File: src/hdl/pev_pkg.sv
// ----------------------------------------------------------------------------
// pev_pkg
// Shared types and fixed constants of the polygon edge resampler.
// ----------------------------------------------------------------------------
package pev_pkg;

	localparam int CFG_W     = 24;
	localparam int MUL_DIGIT = 8;
	localparam logic [CFG_W-1:0] MAX_LEN_RESET = 24'd256;

	localparam logic ACT_SEED   = 1'b0;
	localparam logic ACT_VERTEX = 1'b1;

	typedef enum logic [2:0] {
		F_IDLE,
		F_MUL,
		F_CMP,
		F_SRCH,
		F_PUSH
	} front_state_t;

	typedef enum logic [1:0] {
		B_IDLE,
		B_DIV,
		B_EMIT
	} back_state_t;

	typedef enum logic [1:0] {
		OP_DX,
		OP_DY,
		OP_MAX
	} mul_op_t;

endpackage

File: src/hdl/pev_fifo.sv
// ----------------------------------------------------------------------------
// pev_fifo
// Small register queue between the edge classifier and the point generator.
// ----------------------------------------------------------------------------
module pev_fifo
	import pev_pkg::*;
#(
	parameter int WIDTH = 8,
	parameter int DEPTH = 2
) (
	input  logic             clk,
	input  logic             arst_n,
	input  logic             push,
	input  logic [WIDTH-1:0] wdata,
	output logic             full,
	input  logic             pop,
	output logic [WIDTH-1:0] rdata,
	output logic             not_empty
);

	localparam int AW = (DEPTH > 1) ? $clog2(DEPTH) : 1;

	logic [WIDTH-1:0] mem_q [DEPTH];
	logic [AW-1:0]    wp_q, rp_q;
	logic [AW:0]      cnt_q;
	logic             do_push, do_pop;

	assign full      = (cnt_q == (AW+1)'(DEPTH));
	assign not_empty = (cnt_q != '0);
	assign rdata     = mem_q[rp_q];
	assign do_push   = push && !full;
	assign do_pop    = pop && not_empty;

	always_ff @(posedge clk) begin
		if (do_push) begin
			mem_q[wp_q] <= wdata;
		end
	end

	always_ff @(posedge clk or negedge arst_n) begin
		if (!arst_n) begin
			wp_q  <= '0;
			rp_q  <= '0;
			cnt_q <= '0;
		end else begin
			if (do_push) begin
				wp_q <= (wp_q == AW'(DEPTH-1)) ? '0 : wp_q + 1'b1;
			end
			if (do_pop) begin
				rp_q <= (rp_q == AW'(DEPTH-1)) ? '0 : rp_q + 1'b1;
			end
			cnt_q <= cnt_q + (AW+1)'(do_push) - (AW+1)'(do_pop);
		end
	end

endmodule

File: src/hdl/pev_front.sv
// ----------------------------------------------------------------------------
// pev_front
// Accepts words, tracks the previous point, squares the edge and counts the
// points to insert with an add-only search.
// ----------------------------------------------------------------------------
module pev_front
	import pev_pkg::*;
#(
	parameter int MAX_EXTRAS = 63,
	parameter int COORD_BITS = 24,
	parameter int IN_W       = 48,
	parameter int QW         = 8
) (
	input  logic             clk,
	input  logic             arst_n,
	input  logic             s_tvalid,
	output logic             s_tready,
	input  logic [IN_W-1:0]  s_tdata,
	input  logic             s_tuser,
	input  logic [CFG_W-1:0] max_len,
	output logic             q_push,
	input  logic             q_full,
	output logic [QW-1:0]    q_data
);

	localparam int CW  = COORD_BITS;
	localparam int DW  = CW + 1;
	localparam int MW  = (DW > CFG_W) ? DW : CFG_W;
	localparam int PW  = 2 * MW;
	localparam int NB  = (MW + MUL_DIGIT - 1) / MUL_DIGIT;
	localparam int NBW = $clog2(NB + 1);
	localparam int KW  = $clog2(MAX_EXTRAS + 2);
	localparam int EW  = $clog2(MAX_EXTRAS + 1);
	localparam int SW  = PW + 2 * KW + 2;

	front_state_t st_q, st_d;
	mul_op_t      mi_q;

	logic signed [CW-1:0] vx, vy;
	logic signed [CW-1:0] prev_x_q, prev_y_q, ex_px_q, ex_py_q, vx_q, vy_q;
	logic signed [DW-1:0] dx_in, dy_in, dx_q, dy_q;
	logic [DW-1:0]        ady;
	logic [PW-1:0]        mc_q, prod, op_next;
	logic [MW-1:0]        mp_q;
	logic [NBW-1:0]       mcnt_q;
	logic [PW:0]          lensq_q;
	logic [PW-1:0]        maxsq_q;
	logic [SW-1:0]        t_q, s_q, ts;
	logic [KW-1:0]        k_q;
	logic [EW-1:0]        extras;
	logic                 clip, accept, mul_last, srch_go;

	assign vx = s_tdata[CW-1:0];
	assign vy = s_tdata[2*CW-1:CW];
	assign dx_in = DW'(vx) - DW'(prev_x_q);
	assign dy_in = DW'(vy) - DW'(prev_y_q);
	assign ady = dy_q[DW-1] ? DW'(-dy_q) : DW'(dy_q);

	assign accept   = s_tvalid && s_tready;
	assign prod     = PW'(mc_q * mp_q[MUL_DIGIT-1:0]);
	assign mul_last = (mcnt_q == NBW'(NB - 1));
	assign ts       = t_q + s_q;
	assign srch_go  = (k_q <= KW'(MAX_EXTRAS)) && (ts <= SW'(lensq_q));
	assign clip     = (k_q > KW'(MAX_EXTRAS));
	assign extras   = clip ? EW'(MAX_EXTRAS) : EW'(k_q);

	always_comb begin
		case (mi_q)
			OP_DX:   op_next = PW'(ady);
			default: op_next = PW'(max_len);
		endcase
	end

	always_comb begin
		st_d = st_q;
		case (st_q)
			F_IDLE: begin
				if (accept && s_tuser == ACT_VERTEX) st_d = F_MUL;
			end
			F_MUL: begin
				if (mul_last && mi_q == OP_MAX) st_d = F_CMP;
			end
			F_CMP: begin
				st_d = ((PW+1)'(maxsq_q) < lensq_q) ? F_SRCH : F_PUSH;
			end
			F_SRCH: begin
				if (!srch_go) st_d = F_PUSH;
			end
			F_PUSH: begin
				if (!q_full) st_d = F_IDLE;
			end
			default: st_d = F_IDLE;
		endcase
	end

	always_comb begin
		s_tready = (st_q == F_IDLE);
		q_push   = (st_q == F_PUSH);
		q_data   = {clip, extras, dy_q, dx_q, vy_q, vx_q, ex_py_q, ex_px_q};
	end

	always_ff @(posedge clk or negedge arst_n) begin
		if (!arst_n) begin
			st_q     <= F_IDLE;
			prev_x_q <= '0;
			prev_y_q <= '0;
		end else begin
			st_q <= st_d;
			if (accept) begin
				prev_x_q <= vx;
				prev_y_q <= vy;
			end
		end
	end

	always_ff @(posedge clk) begin
		case (st_q)
			F_IDLE: begin
				ex_px_q <= prev_x_q;
				ex_py_q <= prev_y_q;
				vx_q    <= vx;
				vy_q    <= vy;
				dx_q    <= dx_in;
				dy_q    <= dy_in;
				mi_q    <= OP_DX;
				mcnt_q  <= '0;
				lensq_q <= '0;
				maxsq_q <= '0;
				mc_q    <= PW'(dx_in[DW-1] ? DW'(-dx_in) : DW'(dx_in));
				mp_q    <= MW'(dx_in[DW-1] ? DW'(-dx_in) : DW'(dx_in));
			end
			F_MUL: begin
				// one byte of the multiplier per cycle
				if (mi_q == OP_MAX) maxsq_q <= maxsq_q + prod;
				else                lensq_q <= lensq_q + (PW+1)'(prod);
				if (mul_last) begin
					mcnt_q <= '0;
					mc_q   <= op_next;
					mp_q   <= MW'(op_next);
					mi_q   <= (mi_q == OP_DX) ? OP_DY : OP_MAX;
				end else begin
					mcnt_q <= mcnt_q + 1'b1;
					mc_q   <= mc_q << MUL_DIGIT;
					mp_q   <= mp_q >> MUL_DIGIT;
				end
			end
			F_CMP: begin
				k_q <= '0;
				t_q <= '0;
				s_q <= SW'(maxsq_q);
			end
			F_SRCH: begin
				// (k+1)^2 - k^2 = 2k+1: advance the step by twice maxsq
				if (srch_go) begin
					t_q <= ts;
					s_q <= s_q + (SW'(maxsq_q) << 1);
					k_q <= k_q + 1'b1;
				end
			end
			default: ;
		endcase
	end

endmodule

File: src/hdl/pev_back.sv
// ----------------------------------------------------------------------------
// pev_back
// Divides the edge by the piece count once when points are inserted, then steps
// through the inserted points and the vertex, one output word per cycle while m_tready allows.
// ----------------------------------------------------------------------------
module pev_back
	import pev_pkg::*;
#(
	parameter int MAX_EXTRAS = 63,
	parameter int COORD_BITS = 24,
	parameter int OUT_W      = 48,
	parameter int QW         = 8
) (
	input  logic             clk,
	input  logic             arst_n,
	input  logic             q_valid,
	output logic             q_pop,
	input  logic [QW-1:0]    q_data,
	output logic             m_tvalid,
	input  logic             m_tready,
	output logic [OUT_W-1:0] m_tdata,
	output logic [1:0]       m_tuser,
	output logic             m_tlast
);

	localparam int CW   = COORD_BITS;
	localparam int DW   = CW + 1;
	localparam int EW   = $clog2(MAX_EXTRAS + 1);
	localparam int DENW = EW + 1;
	localparam int RW   = DENW + 1;
	localparam int CNW  = $clog2(DW + 1);

	back_state_t st_q, st_d;

	logic signed [CW-1:0] q_px, q_py, q_vx, q_vy, px_q, py_q, vx_q, vy_q;
	logic signed [DW-1:0] q_dx, q_dy;
	logic [EW-1:0]        q_ext, ext_q, j_q;
	logic                 q_clip, clip_q, negx_q, negy_q;

	logic [DW-1:0]   nx_q, ny_q, qx_q, qy_q, accx_q, accy_q, accx_n, accy_n;
	logic [RW-1:0]   rx_q, ry_q, rtx, rty, remx_q, remy_q, rsx, rsy;
	logic [DENW-1:0] den_q;
	logic [CNW-1:0]  cnt_q;
	logic            gex, gey, slot, last_pt;
	logic [DW-1:0]   sx, sy;

	logic [CW-1:0] o_px_q, o_py_q;
	logic          o_orig_q, o_last_q, o_clip_q, o_valid_q;

	assign {q_clip, q_ext, q_dy, q_dx, q_vy, q_vx, q_py, q_px} = q_data;

	// restoring division, one quotient bit per cycle for both axes
	assign rtx = {rx_q[RW-2:0], nx_q[DW-1]};
	assign rty = {ry_q[RW-2:0], ny_q[DW-1]};
	assign gex = (rtx >= RW'(den_q));
	assign gey = (rty >= RW'(den_q));

	// running num*|d|/den: add quotient and remainder, fold one carry
	assign rsx    = remx_q + rx_q;
	assign rsy    = remy_q + ry_q;
	assign accx_n = accx_q + qx_q + DW'(rsx >= RW'(den_q));
	assign accy_n = accy_q + qy_q + DW'(rsy >= RW'(den_q));

	assign sx = negx_q ? DW'(-accx_q) : accx_q;
	assign sy = negy_q ? DW'(-accy_q) : accy_q;

	assign slot    = !o_valid_q || m_tready;
	assign last_pt = (j_q == ext_q);

	always_comb begin
		st_d = st_q;
		case (st_q)
			B_IDLE: begin
				if (q_valid) st_d = (q_ext == '0) ? B_EMIT : B_DIV;
			end
			B_DIV: begin
				if (cnt_q == CNW'(DW - 1)) st_d = B_EMIT;
			end
			B_EMIT: begin
				if (slot && last_pt) st_d = B_IDLE;
			end
			default: st_d = B_IDLE;
		endcase
	end

	always_comb begin
		q_pop    = (st_q == B_IDLE);
		m_tvalid = o_valid_q;
		m_tdata  = OUT_W'({o_py_q, o_px_q});
		m_tuser  = {o_clip_q, o_orig_q};
		m_tlast  = o_last_q;
	end

	always_ff @(posedge clk or negedge arst_n) begin
		if (!arst_n) begin
			st_q      <= B_IDLE;
			o_valid_q <= 1'b0;
		end else begin
			st_q <= st_d;
			if (st_q == B_EMIT && slot) o_valid_q <= 1'b1;
			else if (m_tready)          o_valid_q <= 1'b0;
		end
	end

	always_ff @(posedge clk) begin
		case (st_q)
			B_IDLE: begin
				px_q   <= q_px;
				py_q   <= q_py;
				vx_q   <= q_vx;
				vy_q   <= q_vy;
				negx_q <= q_dx[DW-1];
				negy_q <= q_dy[DW-1];
				nx_q   <= q_dx[DW-1] ? DW'(-q_dx) : DW'(q_dx);
				ny_q   <= q_dy[DW-1] ? DW'(-q_dy) : DW'(q_dy);
				ext_q  <= q_ext;
				clip_q <= q_clip;
				den_q  <= DENW'(q_ext) + 1'b1;
				rx_q   <= '0;
				ry_q   <= '0;
				qx_q   <= '0;
				qy_q   <= '0;
				cnt_q  <= '0;
				j_q    <= '0;
			end
			B_DIV: begin
				rx_q  <= gex ? rtx - RW'(den_q) : rtx;
				ry_q  <= gey ? rty - RW'(den_q) : rty;
				qx_q  <= {qx_q[DW-2:0], gex};
				qy_q  <= {qy_q[DW-2:0], gey};
				nx_q  <= nx_q << 1;
				ny_q  <= ny_q << 1;
				cnt_q <= cnt_q + 1'b1;
				if (cnt_q == CNW'(DW - 1)) begin
					accx_q <= {qx_q[DW-2:0], gex};
					accy_q <= {qy_q[DW-2:0], gey};
					remx_q <= gex ? rtx - RW'(den_q) : rtx;
					remy_q <= gey ? rty - RW'(den_q) : rty;
				end
			end
			B_EMIT: begin
				if (slot) begin
					o_clip_q <= clip_q;
					o_orig_q <= last_pt;
					o_last_q <= last_pt;
					if (last_pt) begin
						o_px_q <= vx_q;
						o_py_q <= vy_q;
					end else begin
						o_px_q <= CW'(DW'(px_q) + sx);
						o_py_q <= CW'(DW'(py_q) + sy);
						accx_q <= accx_n;
						accy_q <= accy_n;
						remx_q <= (rsx >= RW'(den_q)) ? rsx - RW'(den_q) : rsx;
						remy_q <= (rsy >= RW'(den_q)) ? rsy - RW'(den_q) : rsy;
						j_q    <= j_q + 1'b1;
					end
				end
			end
			default: ;
		endcase
	end

endmodule

File: src/hdl/polygon_edge_resampler_top.sv
// ----------------------------------------------------------------------------
// polygon_edge_resampler_top
// Splits each polygon edge longer than max_edge_length into equal pieces.
// ----------------------------------------------------------------------------
// Input words on s_*: s_tuser 0 seeds the previous point, 1 is a vertex.
// For every vertex the block sends the inserted points, then the vertex
// itself with m_tlast high; m_tuser flags the vertex and a saturated count.
// The user must write max_edge_length on cfg_valid/cfg_data only while the
// block is idle; the block itself does not enforce it. The front takes one
// word, then squares dx, dy and max_edge_length in a byte-serial squarer,
// compares, and for a long edge runs the add-only search (one step per
// inserted point) before queueing the edge. A seed only updates the previous
// point. The back pops the queue, divides the edge by the piece count
// bit-serially when points are inserted, then sends one word per cycle while
// m_tready is high. Front and back overlap through a two-entry queue.
// Reset clears the previous point to zero, max_edge_length to 256 and drops
// queued work. A stalled m_tready holds the output word and backs up into
// the queue and then s_tready.
// ----------------------------------------------------------------------------
module polygon_edge_resampler_top
	import pev_pkg::*;
#(
	parameter int MAX_EXTRAS = 63,
	parameter int COORD_BITS = 24
) (
	input  logic                                 clk,
	input  logic                                 arst_n,
	input  logic                                 cfg_valid,
	output logic                                 cfg_ready,
	input  logic [CFG_W-1:0]                     cfg_data,   // max_edge_length
	input  logic                                 s_tvalid,
	output logic                                 s_tready,
	input  logic [((2*COORD_BITS+7)/8)*8-1:0]    s_tdata,    // vx, vy
	input  logic                                 s_tuser,    // action
	output logic                                 m_tvalid,
	input  logic                                 m_tready,
	output logic [((2*COORD_BITS+7)/8)*8-1:0]    m_tdata,    // px, py
	output logic [1:0]                           m_tuser,    // is_original, clipped
	output logic                                 m_tlast
);

	localparam int CW   = COORD_BITS;
	localparam int DW   = CW + 1;
	localparam int EW   = $clog2(MAX_EXTRAS + 1);
	localparam int IO_W = ((2*CW + 7) / 8) * 8;
	localparam int QW   = 4*CW + 2*DW + EW + 1;

	logic [CFG_W-1:0] max_len_q;
	logic             push, full, pop, not_empty;
	logic [QW-1:0]    wdata, rdata;

	assign cfg_ready = 1'b1;

	always_ff @(posedge clk or negedge arst_n) begin
		if (!arst_n) begin
			max_len_q <= MAX_LEN_RESET;
		end else if (cfg_valid) begin
			max_len_q <= cfg_data;
		end
	end

	pev_front #(
		.MAX_EXTRAS (MAX_EXTRAS),
		.COORD_BITS (COORD_BITS),
		.IN_W       (IO_W),
		.QW         (QW)
	) u_front (
		.clk      (clk),
		.arst_n   (arst_n),
		.s_tvalid (s_tvalid),
		.s_tready (s_tready),
		.s_tdata  (s_tdata),
		.s_tuser  (s_tuser),
		.max_len  (max_len_q),
		.q_push   (push),
		.q_full   (full),
		.q_data   (wdata)
	);

	pev_fifo #(
		.WIDTH (QW),
		.DEPTH (2)
	) u_fifo (
		.clk       (clk),
		.arst_n    (arst_n),
		.push      (push),
		.wdata     (wdata),
		.full      (full),
		.pop       (pop),
		.rdata     (rdata),
		.not_empty (not_empty)
	);

	pev_back #(
		.MAX_EXTRAS (MAX_EXTRAS),
		.COORD_BITS (COORD_BITS),
		.OUT_W      (IO_W),
		.QW         (QW)
	) u_back (
		.clk      (clk),
		.arst_n   (arst_n),
		.q_valid  (not_empty),
		.q_pop    (pop),
		.q_data   (rdata),
		.m_tvalid (m_tvalid),
		.m_tready (m_tready),
		.m_tdata  (m_tdata),
		.m_tuser  (m_tuser),
		.m_tlast  (m_tlast)
	);

endmodule

File: config.mk
export PLATFORM = sky130hd
export DESIGN_NAME = polygon_edge_resampler_top
export DESIGN_NICKNAME = d
export VERILOG_FILES = /design/src/hdl/pev_pkg.sv /design/src/hdl/pev_fifo.sv /design/src/hdl/pev_front.sv /design/src/hdl/pev_back.sv /design/src/hdl/polygon_edge_resampler_top.sv
export SDC_FILE = /design/constraint.sdc
export NUM_CORES = 2
export LEC_CHECK = 0
export BUFFER_PORTS_ARGS = -buffer_cell sky130_fd_sc_hd__clkbuf_2
export CAP_MARGIN = 20
export CELL_PAD_IN_SITES_DETAIL_PLACEMENT = 1
export CELL_PAD_IN_SITES_GLOBAL_PLACEMENT = 1
export CORE_MARGIN = 4
export CORE_UTILIZATION = 55
export CTS_CLUSTER_DIAMETER = 60
export DETAILED_ROUTE_END_ITERATION = 7
export PLACE_DENSITY_LB_ADDON = 0.12
export SETUP_SLACK_MARGIN = 0.2
export SLEW_MARGIN = 20
export SYNTH_ARGS = -nofsm -noshare
export SYNTH_HDL_FRONTEND = slang
export SYNTH_SLANG_ARGS = --single-unit
File: constraint.sdc
create_clock -name clk -period 25.3 [get_ports clk]
set_input_delay 2.53 -clock clk [delete_from_list [all_inputs] [get_ports clk]]
set_output_delay 2.53 -clock clk [all_outputs]
set_load 0.005 [all_outputs]
**Yosys cells after proc, flatten, opt, wreduce, memory -nomap -nowiden**

Memories as Yosys holds them, arrays and structs flattened.
Cells that the tools add are included.

- $add $sub $neg: 33
- $mul: 1
- Magnitude comparators: 8
- Eq/ne operators: 24
- Mux-type cells: 77
- Reductions and logical operators: 31

Operators with widths:

| operator | count |
|---|---|
| 25-bit case mux with 2 select lines | 7 |
| 25-bit 2-to-1 mux | 12 |
| 66-bit case mux with 2 select lines | 2 |
| 50-bit case mux with 2 select lines | 2 |
| 50-bit 2-to-1 mux | 3 |
| 66-bit 2-to-1 mux | 2 |
| 51-bit case mux with 2 select lines | 1 |
| 25-bit negator | 4 |
| 24-bit 2-to-1 mux | 4 |
| 8-bit 2-to-1 mux | 10 |
| 66-bit by 51-bit adder with 66-bit output | 1 |
| 66-bit adder | 1 |
| 66-bit by 51-bit <= comparator with 1-bit output | 1 |
| 8-bit case mux with 2 select lines | 4 |
| 51-bit by 50-bit adder with 51-bit output | 1 |
| 50-bit by 51-bit less-than comparator with 1-bit output | 1 |
| 51-bit 2-to-1 mux | 1 |
| 25-bit by 1-bit adder with 25-bit output | 2 |
| 25-bit adder | 2 |
| 50-bit adder | 1 |
| 50-bit by 8-bit multiplier with 50-bit output | 1 |
| 24-bit by 24-bit subtractor with 25-bit output | 2 |
| 24-bit adder | 2 |
| 24-bit negator | 2 |
| other kinds (44) | 105 |

- Bits in registers: 903
- Memory bits (writable): 306
- Input port bits: 78
- Output and inout bits: 54
- Word-level logic and storage cells: 224
- Memories kept: 1

Memories:

| memory | depth | width | read ports | clocked after memory_dff | wr ports | RTL line | RTL |
|---|---|---|---|---|---|---|---|
| u_fifo.mem_q | 2 | 153 | 1 | 0 | 1 | pev_fifo.sv:23 | `logic [WIDTH-1:0] mem_q [DEPTH];` |

**Longest topological paths before layout**

- Depth after elaboration: 6
- Depth in mapped cells: 38
- Depth with buffers taken out: 35

**Modules after synthesis**

A second synthesis with hierarchy kept.

- Cells, all modules: 7562
- Area total of the unflattened synthesis: 81219.1 um^2

By module, submodules not included:

| module | instances | cells an instance | area an instance (um^2) | seq. area each (um^2) |
|---|---|---|---|---|
| pev_front | 1 | 4921 | 46697.3 | 15269.6 |
| pev_back | 1 | 2094 | 22039.9 | 10615.2 |
| pev_fifo | 1 | 494 | 11472.3 | 9288.9 |
| polygon_edge_resampler_top | 1 | 53 | 1009.7 | 601.8 |

**Worst setup path after synthesis**

No wires, ideal clock.

- Path kind: register -> register
- Start: reg u_front.st_q[0]
- End: mem u_fifo.mem_q[0][0] (netlist name) (enable)
- Setup time: 854 ps
- Arrival time: 11067 ps
- Data required time: 24446 ps
- Path slack: 13379 ps
- Cell stages (with the launch flop): 5
- Path buffers: 1
- Clock period less this slack: 11921 ps
- Path through: dfrtp_1 > clkbuf_1 > nor2_1 > nand2_1 > nor3_1

- Cells in the longest elaborated chain, start to end: 4

RTL lines:

| element | RTL line | RTL |
|---|---|---|
| from (decl) | pev_front.sv:36 | `front_state_t st_q, st_d;` |
| from (signal assigned) | pev_front.sv:108 | `st_q <= st_d;` |
| 3-bit == test | pev_front.sv:98 | `q_push = (st_q == F_PUSH);` |
| 1-bit logical AND | pev_fifo.sv:31 | `assign do_push = push && !full;` |
| 1-bit 2-to-1 mux | pev_fifo.sv:35 | `if (do_push) begin` |
| 1-bit 2-to-1 mux (implied by the code) | pev_fifo.sv:36 | `mem_q[wp_q] <= wdata;` |
| to (decl) | pev_fifo.sv:23 |  |

No other way between the ends.

**Worst setup path in the final report**

- Start: reg u_front.mp_q[6]
- End: reg u_front.lensq_q[49] (data pin)

- Cells in the longest elaborated chain, start to end: 4

RTL lines:

| element | RTL line | RTL |
|---|---|---|
| from (decl) | pev_front.sv:44 | `logic [MW-1:0] mp_q;` |
| from (signal assigned) | pev_front.sv:130 | `mp_q <= MW'(dx_in[DW-1] ? DW'(-dx_in) : DW'(dx_in));` |
| from (signal assigned) | pev_front.sv:139 | `mp_q <= MW'(op_next);` |
| from (signal assigned) | pev_front.sv:144 | `mp_q <= mp_q >> MUL_DIGIT;` |
| 50-bit by 8-bit multiplier with 50-bit output | pev_front.sv:60 | `assign prod = PW'(mc_q * mp_q[MUL_DIGIT-1:0]);` |
| 51-bit by 50-bit adder with 51-bit output | pev_front.sv:135 | `else lensq_q <= lensq_q + (PW+1)'(prod);` |
| 51-bit 2-to-1 mux | pev_front.sv:134 | `if (mi_q == OP_MAX) maxsq_q <= maxsq_q + prod;` |
| 51-bit case mux with 2 select lines | pev_front.sv:117 | `case (st_q)` |
| to (signal assigned) | pev_front.sv:135 |  |
| to (decl) | pev_front.sv:46 | `logic [PW:0] lensq_q;` |

No other way between the ends. The select of a mux whose other input is x is not followed.
A chain may end at the register's enable or synchronous reset.

==> results.toml <==
[yosys]
synth_top_family_by_area = "adder cells"
synth_common_cells = "1,123 x edfxtp_1, 688 x nand2_1, 570 x ha_1"
ys.flop_type = "edfxtp_1"
yosys-top-cells-area = "edfxtp_1 42%, ha_1 8.9%, fa_1 7.1%"
synth_top_area_share_pct = 42.2
syn_area_per_cell_um2 = 10.6
ys_warn_count = 0
synth-xor-area-share_pct = 5.90
synth-compound-area-share_pct = 13.1
ys_seq_area_share_pct = 44.8
synth-seq-cells = 1205
netlist_area_um2 = 79900
synthMuxAreaShare_pct = 2.70
synth_simple_gate_area_share_pct = 13.8
syn_nets = 8450
netlist-cell-type-count = 96
synth-edff-count = 1123
synth.most_common_cell = "edfxtp_1"
netlist.top_cell.by_area = "edfxtp_1"
syn_inst = 7520
yosys.area_share.adder_pct = 16.0
ys_async_sr_fraction_pct = 6.80

[setup_path]
cp.required_ns = 25.82
reg2reg_to = "u_front.lensq_q[49]$_SDFFCE_PN0P_"
cp_max_fo = 44
cp-end-kind = "flip-flop"
critPathLaunchType = "flip-flop"
reg2regPathDepth = 29
slowest_stage = "a2111oi_0"
cp_data_arrival_time_ns = 9.72
slowest_delay_ns = 0.98
cp_common_cell = "fa_1"
ff2ff_setup_slack_ns = 16.10
r2r_start = "u_front.mp_q[6]$_DFFE_PP_"
worst-setup-path-type = "reg -> reg"

[worst_hold_path]
min_from = "u_front.prev_x_q[12]$_DFFE_PN0P_"
hold_path.class = "reg -> reg"
hold_depth = 0
whs_endpoint = "u_front.ex_px_q[12]$_DFFE_PP_"

[sta]
hold_viol = 0
skew_ns = 0.0789
rsz0062_at_grt = "no"
period_share_pct = 36.4
fin_setup_tns_ns = 0
relSlewSlack_pct = 23.2
fmax_mhz = 109
setup_violations = 0
drv_slew = 0
hold_slack_ns = 0.401
fin_crit_ns = 9.20
worstMarginPinSlew_ns = 1.14

[detailed_routing]
wl_per_cell_um = 25.1
drtIter0Drc = 3885
met2_length_um = 126000
drt_wl_total_um = 241000
wl_met1_um = 93000
drt_drc_violations_left = 0
vias = 59100
firstDrtPassIters = 6
highest_layer = "met5"
dr_wl_met3_um = 9680
drt-vias-per-instance = 6.14
ant_nets = 0

[placement]
routabilityCongestion = 0.910
placed_area_um2 = 82500
port-buffer-count = 130
dp_cells = 9354
dp_hpwl_um = 173000

[grt]
grt_pass1_vias = 64600
antenna_found_initial = 5
overflow = 0
grt_pass1_wl_um = 377000
grt_max_degree = 154
grt_use_total_pct = 31.8

[floorplan]
die_area_um2 = 151000
row_count = 139
core-area_um2 = 144000
initial_core_util_pct = 55.5
die_x_um = 389
num_io_pins = 132
die_h_um = 389

[cts]
clockBufferDepth = 3
cts_hold_buf = 0
clk_latency_ns = 0.84
clk_pin_slew_ns = 0.06
numCtsBuffers = 145
cts_tree = "yes"
cts-resized-gates = 0
cts-root-buf = "clkbuf_16"
cts.sinks = 1205
htreeDepth = 4
cts_setup_buffers = 0

[pwr]
powerDensity_nw_per_um2 = 146
p_leak_nw = 35.9
power.total_mw = 12.8
vdd_drop_max_mv = 0.198

[status]
outcome = "finished clean"

[layout]
finalNonFillerCells = 9625
layout.nets = 8529
area_growth_pct = 9.75
drive_above_1_share_pct = 8.37
fin_area_um2 = 87700

[job]
drv_cap = 0
==> area by class of cell <==
| class | instances | area (um^2) |
|---|---|---|
| repair buffers | 183 | 1100 |
| fillers | 15300 | 56300 |
| diodes | 4 | 10.0 |
| clock inverters | 95 | 1370 |
| inverters | 542 | 2040 |
| clock buffers | 171 | 3780 |
| multi-input cells | 5522 | 41300 |
| flip-flops and latches | 1205 | 35800 |
| well taps | 1903 | 2380 |
==> cell families (layout without fill, tap and decap cells) <==
kind of cell / after synthesis / count (layout)
xor gates and xnor gates: 537 / 537
DFF: 1205 / 1205
other: 1 / 5
AOI/OAI and AO/OA: 1670 / 1670
and+or+nand+nor: 2264 / 2264
buffers and inverters: 793 / 991
muxes: 198 / 198
adders and majority gates: 852 / 852
==> layer usage <==
metal  global-route usage (%)  vias to the layer above
met1                     37.0                    30000
met3                     3.92                      581
met5                        0                        -
li1                         -                    27000
met4                     15.1                        2
met2                     58.3                     1589
==> critical path, delay by kind of cell (launching register included) <==
kind,cells,cell delay [ns]
AO/OA/AOI/OAI,14,4.45
AND/OR/NAND/NOR,4,0.58
buffers and inverters,3,0.51
XOR/XNOR,2,0.27
adder cells (fa/ha/maj),6,2.79
flip-flops,1,0.33
==> sequential cells by signal, summed over array words and instances, names as in the netlist, 50 cells and up <==
signal,cells
u_front.t_q,66
u_fifo.mem_q,306
u_front.mc_q,50
u_front.lensq_q,51
u_front.maxsq_q,50
u_front.s_q,66
==> how the worst max path moves through the flow <==
stage	cells past startpoint	slack, ns	endpoint	from
global route	29	15.45	u_front.maxsq_q[46]$_SDFFCE_PN0P_	u_front.mp_q[6]$_DFFE_PP_
finish	29	16.10	u_front.lensq_q[49]$_SDFFCE_PN0P_	u_front.mp_q[6]$_DFFE_PP_
global placement	29	16.36	u_front.maxsq_q[46]$_SDFFCE_PN0P_	u_front.mp_q[6]$_DFFE_PP_
floorplan	4	13.38	u_fifo.mem_q[0][0]$_DFFE_PP_	u_front.st_q[0]$_DFFE_PN0P_
CTS	29	16.11	u_front.maxsq_q[46]$_SDFFCE_PN0P_	u_front.mp_q[6]$_DFFE_PP_
detailed placement	29	16.16	u_front.maxsq_q[46]$_SDFFCE_PN0P_	u_front.mp_q[6]$_DFFE_PP_
==> report_power, final <==
part           internal [mW]  switching, mW  total (mW)
Sequential              2.84          0.256        3.10
Combinational           2.98           4.48        7.45
Clock                   1.28          0.948        2.23
==> placed cells by master (no fill, tap or decap), types with 37 or more instances in the layout <==
| cell | n |
|---|---|
| fa_1 | 282 |
| o211ai_1 | 37 |
| o21a_1 | 46 |
| xor2_1 | 222 |
| a21o_1 | 241 |
| nand2_1 | 686 |
| nor3_1 | 124 |
| nor2b_1 | 66 |
| inv_1 | 539 |
| and3_1 | 55 |
| nand4_1 | 81 |
| o31ai_1 | 47 |
| o21bai_1 | 79 |
| mux2i_1 | 57 |
| dfrtp_1 | 80 |
| and2_1 | 370 |
| clkbuf_16 | 145 |
| a211oi_1 | 60 |
| nand3_1 | 128 |
| nand2b_1 | 71 |
| nor2_1 | 492 |
| a31oi_1 | 38 |
| a21oi_1 | 475 |
| clkbuf_2 | 129 |
| edfxtp_1 | 1123 |
| or3_1 | 47 |
| buf_4 | 51 |
| ha_1 | 570 |
| o21ai_0 | 444 |
| xnor2_1 | 314 |
| mux2_2 | 141 |
==> stage by stage <==
stage / worst slack [ns] / utilization (%)
2_1_floorplan: 13.38 / -
3_3_place_gp: 16.36 / 57.3
3_5_place_dp: 16.16 / 57.3
4_1_cts: 16.11 / 60.9
5_1_grt: 15.45 / 60.9
6_report: 16.10 / 60.9
No activity file was read; power rests on OpenSTA's default activity.
